<file path="src/rtl/core/iir3d_pkg.sv">
// Shared constants, register codes and types for the three-delay IIR filter.
package iir3d_pkg;

    // Coefficient format: signed Q1.14 in a 16-bit register.
    localparam int COEF_WIDTH         = 16;
    localparam int NUM_COEFS          = 5;
    localparam int CFG_INDEX_WIDTH    = 3;

    // Defaults for the top-level parameters.
    localparam int SAMPLE_WIDTH_DEF   = 16;
    localparam int COEF_FRAC_BITS_DEF = 14;

    // Register index codes on the configuration port.
    typedef enum logic [CFG_INDEX_WIDTH-1:0] {
        CFG_COEF_X0 = 3'd0,
        CFG_COEF_X1 = 3'd1,
        CFG_COEF_X2 = 3'd2,
        CFG_COEF_X3 = 3'd3,
        CFG_COEF_Y2 = 3'd4
    } cfg_index_t;

    // Coefficient values after reset.
    localparam logic signed [COEF_WIDTH-1:0] COEF_X0_RESET = 16'sd2731;
    localparam logic signed [COEF_WIDTH-1:0] COEF_X1_RESET = -16'sd8192;
    localparam logic signed [COEF_WIDTH-1:0] COEF_X2_RESET = 16'sd8192;
    localparam logic signed [COEF_WIDTH-1:0] COEF_X3_RESET = -16'sd2731;
    localparam logic signed [COEF_WIDTH-1:0] COEF_Y2_RESET = -16'sd5461;

    // The full coefficient set as seen by the datapath.
    typedef struct packed {
        logic signed [COEF_WIDTH-1:0] x0;
        logic signed [COEF_WIDTH-1:0] x1;
        logic signed [COEF_WIDTH-1:0] x2;
        logic signed [COEF_WIDTH-1:0] x3;
        logic signed [COEF_WIDTH-1:0] y2;
    } coefs_t;

endpackage

</file>
<file path="src/rtl/core/iir3d_coef_regs.sv">
// Coefficient register file written through the plain configuration port.
module iir3d_coef_regs (
    input  logic                                  clk,
    input  logic                                  rst_n,
    input  logic                                  cfg_we,
    input  logic [iir3d_pkg::CFG_INDEX_WIDTH-1:0] cfg_index,
    input  logic [iir3d_pkg::COEF_WIDTH-1:0]      cfg_data,
    output iir3d_pkg::coefs_t                     coefs
);
    import iir3d_pkg::*;

    coefs_t coefs_reg;
    coefs_t coefs_next;

    always_comb
    begin
        coefs_next = coefs_reg;
        if (cfg_we)
        begin
            case (cfg_index)
                CFG_COEF_X0: coefs_next.x0 = signed'(cfg_data);
                CFG_COEF_X1: coefs_next.x1 = signed'(cfg_data);
                CFG_COEF_X2: coefs_next.x2 = signed'(cfg_data);
                CFG_COEF_X3: coefs_next.x3 = signed'(cfg_data);
                CFG_COEF_Y2: coefs_next.y2 = signed'(cfg_data);
                // Writes to unused indexes are dropped.
                default:     coefs_next = coefs_reg;
            endcase
        end
    end

    always_ff @(posedge clk or negedge rst_n)
    begin
        if (!rst_n)
        begin
            coefs_reg.x0 <= COEF_X0_RESET;
            coefs_reg.x1 <= COEF_X1_RESET;
            coefs_reg.x2 <= COEF_X2_RESET;
            coefs_reg.x3 <= COEF_X3_RESET;
            coefs_reg.y2 <= COEF_Y2_RESET;
        end
        else
        begin
            coefs_reg <= coefs_next;
        end
    end

    assign coefs = coefs_reg;

endmodule

</file>
<file path="config.mk">
export PLATFORM = sky130hd
export DESIGN_NAME = iir3d_coef_regs
export DESIGN_NICKNAME = d
export VERILOG_FILES = /design/src/rtl/core/iir3d_pkg.sv /design/src/rtl/core/iir3d_coef_regs.sv
export SDC_FILE = /design/constraint.sdc
export NUM_CORES = 1
export LEC_CHECK = 0
export BUFFER_PORTS_ARGS = -buffer_cell sky130_fd_sc_hd__buf_2
export CAP_MARGIN = 20
export CORE_MARGIN = 8
export CORE_UTILIZATION = 54
export DETAILED_ROUTE_END_ITERATION = 10
export GPL_TIMING_DRIVEN = 0
export MAX_ROUTING_LAYER = met4
export PLACE_DENSITY = 0.82
export SLEW_MARGIN = 10
export SYNTH_ARGS = -nofsm -noshare
export SYNTH_HDL_FRONTEND = slang
export SYNTH_SLANG_ARGS = --single-unit
</file>
<file path="constraint.sdc">
create_clock -name clk -period 1.6 [get_ports clk]
set_input_delay 0.32 -clock clk [delete_from_list [all_inputs] [get_ports clk]]
set_output_delay 0.32 -clock clk [all_outputs]
set_load 0.005 [all_outputs]
</file>
==> results.md <==
- Maximum root-to-sink buffer count: 2
- CP required: around 1.8 ns
- DR pass1 iterations: 4
- Placed cells: 347
- Residual DRC: 0
- Least-Margin Pin Slew: 0.567 ns
- PwrDens: about 1400 nW/µm²
- Placed Instance Area: 3710 µm²
- Asr flop ratio synth: 1.00
- CTS root buf: clkbuf_8
- Post-Layout Cell Count: 364
- Antenna violations before repair: 0
- CTS tree: built
- Largest register FFs: 80
- EDFF count, synth: 0
- WS Path Type: in -> reg
- # resized after CTS: 0
- Reg clk slew, reported paths: 0.08 ns
- Sequential fraction of the synthesis area: 0.661
- Synth Area per Inst: 17.9 µm²
- Leading area contributor after synthesis: dfrtp_1
- Crit path capture type: register
- Vias per cell: ~5.1
- Final setup viols: 0
- All-layer global routing usage: 0.174
- Crit path max-delay cell type: nor4b_4
- Die height: 91.6 µm
- RSZ-0062 raised after global routing: false
- Post-Syn Instances: 173
- Most frequent cell after synthesis: mux2_2
- Sw Pwr: around 1.4 mW
- Synthesis Warnings: 0
- DRT antenna net count: 0
- Routed WL per cell: between 15 and 20 µm
- Synth Register Bits: 80
- Layout cell share with drive strength beyond 1: 0.815
- CP Launch Type: input pin
- Ys flop type: dfrtp_1
- Setup Skew: 0 ns
- Ports: 102
- Hold WC Path Type: in -> reg
- Post-route cell area: ~3900 µm²
- Dpl hpwl: 5.04 mm
- First-pass GRT wire length: 11.3 mm
- Post-synth top cells: mux2_2 (80), dfrtp_1 (49), dfstp_2 (31)
- Period utilization: 0.883
- CTS Sinks: 80
- # fillers: 390
- Yosys top cell area share: 0.397
- Int Power: 4.18 mW
- Syn nets: 195
- FMAX: roughly 710 MHz
- Top post-synthesis cells by area: dfrtp_1 (40%), mux2_2 (29%), dfstp_2 (26%)
- Vias in the first global route: 2,125
- Crit-path max FO: 10
- Crit path arrival time: between 1.5 and 2 ns
- Post-CTS Setup Bufs: 0
- Comb pwr share: 0.204
- Tmin final: 1.41 ns
- Die X: 91.6 µm
- Max stage delay on crit path: 0.56 ns
- Seq pwr share: 0.510
- Input/output buffers: approximately 100
- Initial DRC count: 65
- H-tree depth: 3
- Max-slew violation count: 0
- Syn Std Cell Area: 3090 µm²
- Row count: 27
- Post-CTS Hold Fix Bufs: 1
- Number of CTS-inserted buffers: 9
- NumNets Final: ~310
- Rel. slew slack: 0.620
- Lkg Pwr: 1.84 nW
- Grt ovf: 0
- N_diodes: 0
- Peak VDD IR: 885 µV
- Clock share of power: 0.286
- Routed wire length: 6.95 mm
- Final Hold Fails: 0
- Setup TNS: 0 ns
- Worst-skew pair later-pin latency: between 0.3 and 0.4 ns
- Outcome: finished, final reports clean
- Max Cap Viol: 0
- Hold_ws: 0.276 ns
- DR vias: between 1,500 and 2,000
- Die area: 8400 µm²
- Core area: 5510 µm²
- Layout Area Growth over Synthesis: 27.5%
- Initial Utilization: 0.561
- Switch share: 0.245
- Placer Congestion: 0.699
- Distinct cells, synth: 10
- Worst path cell trace: buf_2 -> nor4b_4 -> buf_6 -> mux2_2
- Pin count of the biggest net entering global routing: 70
[cell families (layout without fill, tap and decap cells)]
family,Yosys count,after routing,share of synthesized area
buffers and inverters,8,127,0.0239
multiplexers,80,80,0.292
AND/OR/NAND/NOR,5,5,0.0239
flip-flops,80,80,0.661
[worst max-delay path, delay by kind of cell]
family | cells | cell delay (ns)
buffers and inverters | 2 | 0.39
muxes | 1 | 0.35
and+or+nand+nor | 1 | 0.56
[path summary, 6_finish.rpt]
check	from	to	slack, ns	cells past startpoint
max	cfg_index[0]	coefs[76]	0.19	4
min	cfg_data[10]	coefs[58]	0.28	2
max reg2reg	coefs[10]	coefs[10]	0.82	1
min reg2reg	coefs[68]	coefs[68]	0.50	1
max in group asynchronous	rst_n	coefs[28]	0.62	3
min in group asynchronous	rst_n	coefs[37]	0.37	2
[stage by stage]
| step | utilization | setup slack (ns) | total power, mW |
|---|---|---|---|
| 5_1_grt | 0.715 | 0.148 | 5.82 |
| 4_1_cts | 0.715 | 0.178 | 5.61 |
| 6_report | 0.715 | 0.187 | 5.53 |
| 2_1_floorplan | - | 0.195 | 3.31 |
| 3_3_place_gp | 0.669 | -0.298 | 3.94 |
| 3_5_place_dp | 0.675 | -0.179 | 4.00 |
[layout by cell type (no fill, tap or decap), types with 2 or more instances in the layout]
master and count:
and4bb_2 2, clkbuf_8 10, clkbuf_1 3, dfstp_2 31, dfrtp_1 49, buf_4 2
bufinv_16 2, buf_2 102, buf_6 5, mux2_2 80
[routing by layer]
metal / track usage / vias to the layer above / share of wire
li1: - / 844 / -
met1: 0.217 / 954 / 0.43
met2: 0.267 / 61 / 0.50
met3: 0.0465 / 7 / 0.066
met4: 0.0655 / 0 / 0.0095
met5: - / - / 0
[cell type report]
class	count	area [µm²]	area share
Sequential cell	80	2040	0.518
Timing Repair Buffer	103	546	0.139
Tap cell	72	90.1	0.0229
Multi-Input combinational cell	85	975	0.247
Clock inverter	3	65.1	0.0165
Clock buffer	13	149	0.0378
Buffer	8	73.8	0.0187
[power by group through the flow]
stage                     Combinational [mW]  Clock [mW]  Sequential (mW)
after floorplan                        0.436           0             2.88
after global placement                  1.11           0             2.83
after detailed placement                1.15           0             2.85
after CTS                               1.16        1.63             2.82
after global routing                    1.23        1.71             2.88
final                                   1.13        1.58             2.82
Note: power is estimated with default switching activity, not from simulation.
